## src/hdl/sfcs_pkg.sv

```systemverilog
// ----------------------------------------------------------------------------
// sfcs_pkg
// Shared types and constants of the serial flash command sequencer.
// ----------------------------------------------------------------------------
package sfcs_pkg;

    localparam int ADDR_BITS   = 24;
    localparam int QUEUE_DEPTH = 4;

    localparam logic [23:0] ADDR_MASK =
        (ADDR_BITS >= 24) ? 24'hFF_FFFF : 24'((32'd1 << ADDR_BITS) - 32'd1);

    // request codes
    localparam logic [3:0] CMD_WREN       = 4'd0;
    localparam logic [3:0] CMD_WRDI       = 4'd1;
    localparam logic [3:0] CMD_RDSR1      = 4'd2;
    localparam logic [3:0] CMD_RDSR2      = 4'd3;
    localparam logic [3:0] CMD_WRSR       = 4'd4;
    localparam logic [3:0] CMD_ERASE      = 4'd5;
    localparam logic [3:0] CMD_PROG_START = 4'd6;
    localparam logic [3:0] CMD_PROG_DATA  = 4'd7;
    localparam logic [3:0] CMD_READ_START = 4'd8;
    localparam logic [3:0] CMD_READ_DATA  = 4'd9;
    localparam logic [3:0] CMD_READ_ID    = 4'd10;
    localparam logic [3:0] CMD_STATUS_RSP = 4'd11;

    // result kinds
    localparam logic [1:0] KIND_FRAME = 2'd0;
    localparam logic [1:0] KIND_DONE  = 2'd1;
    localparam logic [1:0] KIND_ERROR = 2'd2;

    // flash opcodes
    localparam logic [7:0] OP_WREN  = 8'h06;
    localparam logic [7:0] OP_WRDI  = 8'h04;
    localparam logic [7:0] OP_RDSR1 = 8'h05;
    localparam logic [7:0] OP_RDSR2 = 8'h35;
    localparam logic [7:0] OP_WRSR  = 8'h01;
    localparam logic [7:0] OP_SE4K  = 8'h20;
    localparam logic [7:0] OP_PP    = 8'h02;
    localparam logic [7:0] OP_READ  = 8'h03;
    localparam logic [7:0] OP_RDID  = 8'h90;

    // configuration register indexes
    localparam logic [1:0] CFG_BUSY_MASK = 2'd0;
    localparam logic [1:0] CFG_DUMMY_TX  = 2'd1;

    typedef enum logic [1:0] {
        PH_IDLE = 2'd0,
        PH_PROG = 2'd1,
        PH_READ = 2'd2,
        PH_POLL = 2'd3
    } phase_t;

    typedef enum logic [3:0] {
        JOB_WREN,
        JOB_WRDI,
        JOB_RDSR1,
        JOB_RDSR2,
        JOB_WRSR,
        JOB_ERASE,
        JOB_PROG_START,
        JOB_PROG_DATA,
        JOB_READ_START,
        JOB_READ_DATA,
        JOB_READ_ID,
        JOB_POLL,
        JOB_DONE,
        JOB_ERROR
    } job_op_t;

    typedef struct packed {
        logic [3:0]  command;
        logic [23:0] address;
        logic [7:0]  data_byte;
        logic [7:0]  second_byte;
        logic        last;
    } req_t;

    typedef struct packed {
        logic [1:0] kind;
        logic [7:0] tx_byte;
        logic       sample_rx;
        logic       release_select;
        logic       run_end;
    } res_t;

    typedef struct packed {
        job_op_t     op;
        logic [23:0] addr;
        logic [7:0]  d1;
        logic [7:0]  d2;
        logic        last;
    } job_t;

endpackage

```

## src/hdl/sfcs_front.sv

```systemverilog
// ----------------------------------------------------------------------------
// sfcs_front
// Accepts requests, tracks the run phase and turns each request into a job.
// ----------------------------------------------------------------------------
module sfcs_front
    import sfcs_pkg::*;
(
    input  logic       clk,
    input  logic       rst_n,
    input  logic       req_valid,
    output logic       req_stall,
    input  req_t       req_beat,
    input  logic [7:0] busy_mask,
    input  logic       queue_full,
    output logic       push,
    output job_t       push_job
);

    phase_t phase_reg;
    phase_t phase_next;
    job_op_t op;

    assign req_stall = queue_full;
    assign push      = req_valid && !queue_full;

    always_ff @(posedge clk or negedge rst_n)
    begin
        if (!rst_n)
        begin
            phase_reg <= PH_IDLE;
        end
        else if (push)
        begin
            phase_reg <= phase_next;
        end
    end

    always_comb
    begin
        op         = JOB_ERROR;
        phase_next = phase_reg;
        case (phase_reg)
            PH_IDLE:
            begin
                case (req_beat.command)
                    CMD_WREN:  op = JOB_WREN;
                    CMD_WRDI:  op = JOB_WRDI;
                    CMD_RDSR1: op = JOB_RDSR1;
                    CMD_RDSR2: op = JOB_RDSR2;
                    CMD_WRSR:
                    begin
                        op         = JOB_WRSR;
                        phase_next = PH_POLL;
                    end
                    CMD_ERASE:
                    begin
                        op         = JOB_ERASE;
                        phase_next = PH_POLL;
                    end
                    CMD_PROG_START:
                    begin
                        op         = JOB_PROG_START;
                        phase_next = PH_PROG;
                    end
                    CMD_READ_START:
                    begin
                        op         = JOB_READ_START;
                        phase_next = PH_READ;
                    end
                    CMD_READ_ID: op = JOB_READ_ID;
                    default:     op = JOB_ERROR;
                endcase
            end
            PH_PROG:
            begin
                if (req_beat.command == CMD_PROG_DATA)
                begin
                    op = JOB_PROG_DATA;
                    if (req_beat.last)
                    begin
                        phase_next = PH_POLL;
                    end
                end
            end
            PH_READ:
            begin
                if (req_beat.command == CMD_READ_DATA)
                begin
                    op = JOB_READ_DATA;
                    if (req_beat.last)
                    begin
                        phase_next = PH_IDLE;
                    end
                end
            end
            default:
            begin
                if (req_beat.command == CMD_STATUS_RSP)
                begin
                    if ((req_beat.data_byte & busy_mask) != 8'd0)
                    begin
                        op = JOB_POLL;
                    end
                    else
                    begin
                        op         = JOB_DONE;
                        phase_next = PH_IDLE;
                    end
                end
            end
        endcase
    end

    always_comb
    begin
        push_job.op   = op;
        push_job.addr = req_beat.address & ADDR_MASK;
        push_job.d1   = req_beat.data_byte;
        push_job.d2   = req_beat.second_byte;
        push_job.last = req_beat.last;
    end

endmodule

```

## src/hdl/sfcs_queue.sv

```systemverilog
// ----------------------------------------------------------------------------
// sfcs_queue
// Short job queue between the request front end and the frame sequencer.
// ----------------------------------------------------------------------------
module sfcs_queue
    import sfcs_pkg::*;
(
    input  logic clk,
    input  logic rst_n,
    input  logic push,
    input  job_t push_job,
    input  logic pop,
    output logic full,
    output logic not_empty,
    output job_t head
);

    localparam int PTR_W = $clog2(QUEUE_DEPTH);
    localparam int CNT_W = $clog2(QUEUE_DEPTH + 1);

    job_t             slot_reg [QUEUE_DEPTH];
    logic [PTR_W-1:0] wr_ptr_reg;
    logic [PTR_W-1:0] rd_ptr_reg;
    logic [CNT_W-1:0] count_reg;
    logic [CNT_W-1:0] count_next;

    assign full      = (count_reg == CNT_W'(QUEUE_DEPTH));
    assign not_empty = (count_reg != '0);
    assign head      = slot_reg[rd_ptr_reg];

    always_comb
    begin
        count_next = count_reg;
        if (push && !pop)
        begin
            count_next = count_reg + 1'b1;
        end
        else if (pop && !push)
        begin
            count_next = count_reg - 1'b1;
        end
    end

    always_ff @(posedge clk or negedge rst_n)
    begin
        if (!rst_n)
        begin
            wr_ptr_reg <= '0;
            rd_ptr_reg <= '0;
            count_reg  <= '0;
        end
        else
        begin
            count_reg <= count_next;
            if (push)
            begin
                wr_ptr_reg <= (wr_ptr_reg == PTR_W'(QUEUE_DEPTH - 1)) ? '0 : wr_ptr_reg + 1'b1;
            end
            if (pop)
            begin
                rd_ptr_reg <= (rd_ptr_reg == PTR_W'(QUEUE_DEPTH - 1)) ? '0 : rd_ptr_reg + 1'b1;
            end
        end
    end

    always_ff @(posedge clk)
    begin
        if (push)
        begin
            slot_reg[wr_ptr_reg] <= push_job;
        end
    end

endmodule

```

## src/hdl/sfcs_back.sv

```systemverilog
// ----------------------------------------------------------------------------
// sfcs_back
// Steps through the frames of each queued job, one result per cycle unless
// res_stall holds a valid beat, into the output register.
// ----------------------------------------------------------------------------
module sfcs_back
    import sfcs_pkg::*;
(
    input  logic       clk,
    input  logic       rst_n,
    input  logic       job_valid,
    input  job_t       job,
    input  logic [7:0] dummy_tx,
    output logic       pop,
    output logic       res_valid,
    input  logic       res_stall,
    output res_t       res_beat
);

    logic [2:0] step_reg;
    logic       valid_reg;
    res_t       beat_reg;
    logic       load;
    logic [2:0] len;
    logic       final_step;
    res_t       beat_next;

    function automatic logic [2:0] job_len(job_t j);
        logic [2:0] n;
        case (j.op)
            JOB_RDSR1, JOB_RDSR2, JOB_POLL: n = 3'd2;
            JOB_WRSR, JOB_READ_ID:          n = 3'd6;
            JOB_ERASE:                      n = 3'd7;
            JOB_PROG_START:                 n = 3'd5;
            JOB_READ_START:                 n = 3'd4;
            JOB_PROG_DATA:                  n = j.last ? 3'd3 : 3'd1;
            default:                        n = 3'd1;
        endcase
        return n;
    endfunction

    // tx byte, sample, release for one step of a job
    function automatic res_t frame_at(job_t j, logic [2:0] s, logic [7:0] dm);
        res_t f;
        f = '0;
        f.kind = KIND_FRAME;
        case (j.op)
            JOB_WREN:
            begin
                f.tx_byte = OP_WREN;
                f.release_select = 1'b1;
            end
            JOB_WRDI:
            begin
                f.tx_byte = OP_WRDI;
                f.release_select = 1'b1;
            end
            JOB_RDSR1, JOB_RDSR2, JOB_POLL:
            begin
                if (s == 3'd0)
                begin
                    f.tx_byte = (j.op == JOB_RDSR2) ? OP_RDSR2 : OP_RDSR1;
                end
                else
                begin
                    f.tx_byte = dm;
                    f.sample_rx = 1'b1;
                    f.release_select = 1'b1;
                end
            end
            JOB_WRSR:
            begin
                case (s)
                    3'd0:
                    begin
                        f.tx_byte = OP_WREN;
                        f.release_select = 1'b1;
                    end
                    3'd1: f.tx_byte = OP_WRSR;
                    3'd2: f.tx_byte = j.d1;
                    3'd3:
                    begin
                        f.tx_byte = j.d2;
                        f.release_select = 1'b1;
                    end
                    3'd4: f.tx_byte = OP_RDSR1;
                    default:
                    begin
                        f.tx_byte = dm;
                        f.sample_rx = 1'b1;
                        f.release_select = 1'b1;
                    end
                endcase
            end
            JOB_ERASE, JOB_PROG_START:
            begin
                case (s)
                    3'd0:
                    begin
                        f.tx_byte = OP_WREN;
                        f.release_select = 1'b1;
                    end
                    3'd1: f.tx_byte = (j.op == JOB_ERASE) ? OP_SE4K : OP_PP;
                    3'd2: f.tx_byte = j.addr[23:16];
                    3'd3: f.tx_byte = j.addr[15:8];
                    3'd4:
                    begin
                        f.tx_byte = j.addr[7:0];
                        f.release_select = (j.op == JOB_ERASE);
                    end
                    3'd5: f.tx_byte = OP_RDSR1;
                    default:
                    begin
                        f.tx_byte = dm;
                        f.sample_rx = 1'b1;
                        f.release_select = 1'b1;
                    end
                endcase
            end
            JOB_PROG_DATA:
            begin
                case (s)
                    3'd0:
                    begin
                        f.tx_byte = j.d1;
                        f.release_select = j.last;
                    end
                    3'd1: f.tx_byte = OP_RDSR1;
                    default:
                    begin
                        f.tx_byte = dm;
                        f.sample_rx = 1'b1;
                        f.release_select = 1'b1;
                    end
                endcase
            end
            JOB_READ_START:
            begin
                case (s)
                    3'd0:    f.tx_byte = OP_READ;
                    3'd1:    f.tx_byte = j.addr[23:16];
                    3'd2:    f.tx_byte = j.addr[15:8];
                    default: f.tx_byte = j.addr[7:0];
                endcase
            end
            JOB_READ_DATA:
            begin
                f.tx_byte = dm;
                f.sample_rx = 1'b1;
                f.release_select = j.last;
            end
            JOB_READ_ID:
            begin
                case (s)
                    3'd0: f.tx_byte = OP_RDID;
                    3'd1, 3'd2, 3'd3: f.tx_byte = 8'h00;
                    3'd4:
                    begin
                        f.tx_byte = dm;
                        f.sample_rx = 1'b1;
                    end
                    default:
                    begin
                        f.tx_byte = dm;
                        f.sample_rx = 1'b1;
                        f.release_select = 1'b1;
                    end
                endcase
            end
            JOB_DONE:  f.kind = KIND_DONE;
            default:   f.kind = KIND_ERROR;
        endcase
        return f;
    endfunction

    assign load       = job_valid && (!valid_reg || !res_stall);
    assign len        = job_len(job);
    assign final_step = (step_reg == len - 3'd1);
    assign pop        = load && final_step;
    assign res_valid  = valid_reg;
    assign res_beat   = beat_reg;

    always_comb
    begin
        beat_next         = frame_at(job, step_reg, dummy_tx);
        beat_next.run_end = final_step;
    end

    always_ff @(posedge clk or negedge rst_n)
    begin
        if (!rst_n)
        begin
            step_reg  <= '0;
            valid_reg <= 1'b0;
        end
        else
        begin
            if (load)
            begin
                step_reg  <= final_step ? 3'd0 : step_reg + 3'd1;
                valid_reg <= 1'b1;
            end
            else if (!res_stall)
            begin
                valid_reg <= 1'b0;
            end
        end
    end

    always_ff @(posedge clk)
    begin
        if (load)
        begin
            beat_reg <= beat_next;
        end
    end

endmodule

```

## src/hdl/serial_flash_command_sequencer.sv

```systemverilog
// ----------------------------------------------------------------------------
// serial_flash_command_sequencer
// Turns host flash requests into SPI byte frames for a serial NOR flash.
//
// Requests enter on req_valid / req_stall / req_beat; a beat is taken on a
// rising edge with req_valid high and req_stall low. Results leave on
// res_valid / res_stall / res_beat under the same rule. Configuration
// writes use cfg_valid / cfg_ready with cfg_index and cfg_data; cfg_ready is
// always high, index 0 is the busy mask, index 1 the dummy tx byte.
// The front end takes one request per cycle unless the job queue is full,
// classifying it against the run phase; a four-entry job queue feeds the
// back end, which emits one result per cycle from its output register
// unless res_stall holds it. A request gives 1 to 7 results, passing the
// job queue and then the output register. req_stall rises only when the
// job queue is full. If res_stall is high the output register holds a
// valid beat and the back end waits; the queue then fills and backs up
// into req_stall. Reset clears the phase to idle, empties the queue and
// output register and sets the busy mask to 1 and the dummy byte to 0.
// ----------------------------------------------------------------------------
module serial_flash_command_sequencer
    import sfcs_pkg::*;
(
    input  logic       clk,
    input  logic       rst_n,
    input  logic       req_valid,
    output logic       req_stall,
    input  req_t       req_beat,
    output logic       res_valid,
    input  logic       res_stall,
    output res_t       res_beat,
    input  logic       cfg_valid,
    output logic       cfg_ready,
    input  logic [1:0] cfg_index,
    input  logic [7:0] cfg_data
);

    logic [7:0] busy_mask_reg;
    logic [7:0] dummy_tx_reg;
    logic       push;
    job_t       push_job;
    logic       pop;
    logic       queue_full;
    logic       job_valid;
    job_t       head;

    assign cfg_ready = 1'b1;

    always_ff @(posedge clk or negedge rst_n)
    begin
        if (!rst_n)
        begin
            busy_mask_reg <= 8'd1;
            dummy_tx_reg  <= 8'd0;
        end
        else if (cfg_valid)
        begin
            if (cfg_index == CFG_BUSY_MASK)
            begin
                busy_mask_reg <= cfg_data;
            end
            else if (cfg_index == CFG_DUMMY_TX)
            begin
                dummy_tx_reg <= cfg_data;
            end
        end
    end

    sfcs_front u_front (
        .clk        (clk),
        .rst_n      (rst_n),
        .req_valid  (req_valid),
        .req_stall  (req_stall),
        .req_beat   (req_beat),
        .busy_mask  (busy_mask_reg),
        .queue_full (queue_full),
        .push       (push),
        .push_job   (push_job)
    );

    sfcs_queue u_queue (
        .clk       (clk),
        .rst_n     (rst_n),
        .push      (push),
        .push_job  (push_job),
        .pop       (pop),
        .full      (queue_full),
        .not_empty (job_valid),
        .head      (head)
    );

    sfcs_back u_back (
        .clk       (clk),
        .rst_n     (rst_n),
        .job_valid (job_valid),
        .job       (head),
        .dummy_tx  (dummy_tx_reg),
        .pop       (pop),
        .res_valid (res_valid),
        .res_stall (res_stall),
        .res_beat  (res_beat)
    );

endmodule

```

## config.mk

```make
export PLATFORM = sky130hd
export DESIGN_NAME = serial_flash_command_sequencer
export DESIGN_NICKNAME = d
export VERILOG_FILES = /design/src/hdl/sfcs_pkg.sv /design/src/hdl/sfcs_front.sv /design/src/hdl/sfcs_queue.sv /design/src/hdl/sfcs_back.sv /design/src/hdl/serial_flash_command_sequencer.sv
export SDC_FILE = /design/constraint.sdc
export NUM_CORES = 1
export LEC_CHECK = 0
export ABC_AREA = 1
export BUFFER_PORTS_ARGS = -buffer_cell sky130_fd_sc_hd__buf_2
export CAP_MARGIN = 40
export CELL_PAD_IN_SITES_DETAIL_PLACEMENT = 1
export CELL_PAD_IN_SITES_GLOBAL_PLACEMENT = 1
export CORE_ASPECT_RATIO = 1.1
export CORE_MARGIN = 2
export CORE_UTILIZATION = 30
export DETAILED_ROUTE_END_ITERATION = 6
export GPL_TIMING_DRIVEN = 0
export HOLD_SLACK_MARGIN = 0.05
export PLACE_DENSITY = 0.55
export SYNTH_ARGS = -nofsm -noshare
export SYNTH_HDL_FRONTEND = slang
export SYNTH_SLANG_ARGS = --single-unit
```

## constraint.sdc

```tcl
create_clock -name clk -period 4.2 [get_ports clk]
set_input_delay 0 -clock clk [delete_from_list [all_inputs] [get_ports clk]]
set_output_delay 0 -clock clk [all_outputs]
set_load 0.02 [all_outputs]
```

==> results.toml <==
[cts]
cts.sinks = 222
clkLatencyLatePin_ns = 0.54
numCtsBuffers = 25
path_clk_slew_ns = 0.06
clock_path_buffers = 3
cts.htree.levels = 1
cts_tree = "done"
clockRootBuffer = "clkbuf_16"
cts_setup_buffers = 0

[synthesis]
synthArstFlopShare_pct = 13.1
synthTopCellsByArea = "edfxtp_1 (56%), nand2_1 (9.9%), dfrtp_1 (6.7%)"
synth_ff_type = "edfxtp_1"
yosysMostFrequentCell = "nand2_1"
synth-xor-area-share_pct = 0.336
muxShareOfSynthArea_pct = 0.108
synth_area_mm2 = 0.0104
syn_nets = 1099
yosysTopAreaCell = "edfxtp_1"
syn-mean-instance-area_um2 = 10.2
synth_top_family_by_area = "simple AND/OR/NAND/NOR gates"
synth_warnings = 0
synth_common_cells = "nand2_1 (274), edfxtp_1 (193), o21ai_0 (95)"
synth-simple-area-share_pct = 20.3
synth_cells = 1022
yosysUniqueCellTypes = 50
yosys_register_bits = 222
synthAdderAreaFrac_pct = 2.11
synth_top_area_share_pct = 55.7
synth_edf_count = 193
synth_compound_area_share_pct = 9.74
ys_seq_area_share_pct = 62.6

[worst_setup_path]
crit_arrival_ns = 4.27
r2r_cells = 16
rrSetupSlack_ns = 0.35
path_class = "reg -> reg"
cp-startpoint = "u_queue.rd_ptr_reg[1]"
cp-end-kind = "register"
crit_required_ns = 4.62
r2r-end = "u_queue.count_reg[2]"
reg2reg_from = "u_queue.rd_ptr_reg[1]"
start_kind = "register"
crit_fanout = 10

[place]
io_buffer_count = 74
dp.cells = 1542
gp_congestion = 0.871
hpwlAfterDp_mm = 23.9

[timing]
maxSlewViolCount = 0
fin_crit_sh_pct = 91.6
tns_ns = 0
hold_viol_final = 0
hold_ws_ns = 0.0455
tightest_slew_ns = 0.753
relSlewSlack_pct = 49.7
min_period_ns = 3.85
setup_violations = 0
grt_setup_unrepaired = "no"
clock.fmax_mhz = 260
finClkSkew_ns = 0.0121

[die]
placementRows = 71
dieArea_mm2 = 0.0362
die_w_um = 182
design.portCount = 76
start_util_pct = 30.4
core_area_mm2 = 0.0342
die_h_um = 199

[drt]
drc = 0
routed-wl-met3_mm = 1.10
m1WireLength_mm = 15.2
vias_per_cell = 4.88
via_count = 8056
wl_met2_mm = 16.5
wl_mm = 33.3
wl_per_cell_um = 20.2
firstDrtPassIters = 6
highest_layer = "met4"
drt_iter0_drc = 385
detail-route-antenna-nets = 0

[power_and_ir_drop]
ir_drop_v = 0.000409
seqPwrFrac_pct = 32.4
intPower_mw = 5.64
clock_power_share_pct = 20.7
p_leak_nw = 5.17
p_switching_mw = 4.37
power_density_mw_per_mm2 = 773
pwr-share-comb_pct = 47.0
p_sw_share_pct = 43.7

[run_status]
status = "completed"

[global_route]
grt_max_degree = 30
grt_pass1_vias = 8443
grt_overflow = 0
track_usage_pct = 18.6
grt_pass1_wl_mm = 50.7
antenna_found_initial = 0

[layout]
largest_reg_flops = 180
layout-drive-gt1-share_pct = 15.8
antennaDiodeCount = 0
synthToLayoutAreaGrowth_pct = 24.3
regArea_mm2 = 0.00653
n_fill_cell = 3833
fin_cells = 1650
multi_input_area_mm2 = 0.00343
finalNetCount = 1270

[job]
cap_viol_max_count = 0

[hold_path]
hp-class = "in -> async"
## kinds of logic (layout without fill, tap and decap cells)
group,Yosys count,after routing
multiplexers,1,1
AO/OA/AOI/OAI,179,179
other,1,1
flip-flops,222,222
AND/OR/NAND/NOR,488,488
adder cells (fa/ha/maj),17,17
buffers and inverters,110,300
XOR/XNOR,4,4
## how the worst max path moves through the flow
stage / endpoint
after floorplan: u_queue.count_reg[2]
after global placement: u_queue.slot_reg[2][25]
after detailed placement: u_queue.count_reg[1]
after CTS: u_queue.count_reg[1]
after global routing: u_queue.count_reg[2]
final: u_queue.count_reg[2]
## through the flow
step                power [mW]  util (%)  area (µm²)  setup slack, ns
floorplan                 6.24         -       10400            0.863
global placement          7.83      33.1       11300            -1.50
detailed placement        7.98      33.8       11600           0.0725
CTS                       10.1      37.8       12900           0.0569
global route              10.7      37.8       12900           0.0442
finish                    10.0      37.8       12900            0.355
## layout by cell type, fill, tap and decap left out, types with 6 or more instances in the layout
cell           instances
dlygate4sd3_1         62
clkbuf_16             25
nor2_1                87
edfxtp_1             193
buf_2                 93
o22ai_1               22
ha_1                  16
inv_1                 63
o211ai_1               8
clkbuf_1              17
o21ai_0               95
nor2_4                 7
a21oi_1               30
nand4_1               11
clkinv_2               7
nand2_1              274
dfrtp_1               26
nand2_4                6
nand2_2               12
nand3_1               76
## worst max-delay path, stage by stage, from the launching register on
cell and delay [ns]:
dfrtp_2 0.47, inv_2 0.11, buf_2 0.29, clkbuf_1 0.46, a32o_1 0.42, a221oi_1 0.14, ha_1 0.22, xnor2_1 0.19
o21bai_2 0.15, nand2_2 0.10, nand3_2 0.11, ha_1 0.16, inv_1 0.07, fa_1 0.43, a21oi_1 0.14, o21ai_0 0.11
xor2_1 0.15
## power groups by stage
stage	clock [mW]	sequential (mW)	combinational, mW
final	2.07	3.24	4.70
after global routing	2.21	3.29	5.23
after CTS	2.12	3.25	4.76
after detailed placement	0	3.29	4.69
after global placement	0	3.34	4.49
after floorplan	0	3.33	2.91
## metal layers
layer	vias to the layer above	global-route usage, %
met5	-	0
met4	0	3.82
met3	32	1.99
met2	142	33.7
met1	3998	24.1
li1	3884	-
## area by class of cell
cell class / count / share of cell area, %
buffer: 40 / 1.76
clock inverter: 12 / 0.783
timing repair buffer: 144 / 9.13
tap: 438 / 4.24
sequential: 222 / 50.4
inverter: 70 / 2.05
clock buffer: 34 / 5.10
multi-input combinational: 690 / 26.5
## repair_timing
action | 4_1_cts | 5_1_grt
endpoints found under the setup margin | 0 | 2
hold buffers | 62 | 0
resized for setup | 0 | 4
hold endpoints to repair | 217 | 0
Power figures use the tool's default switching activity.
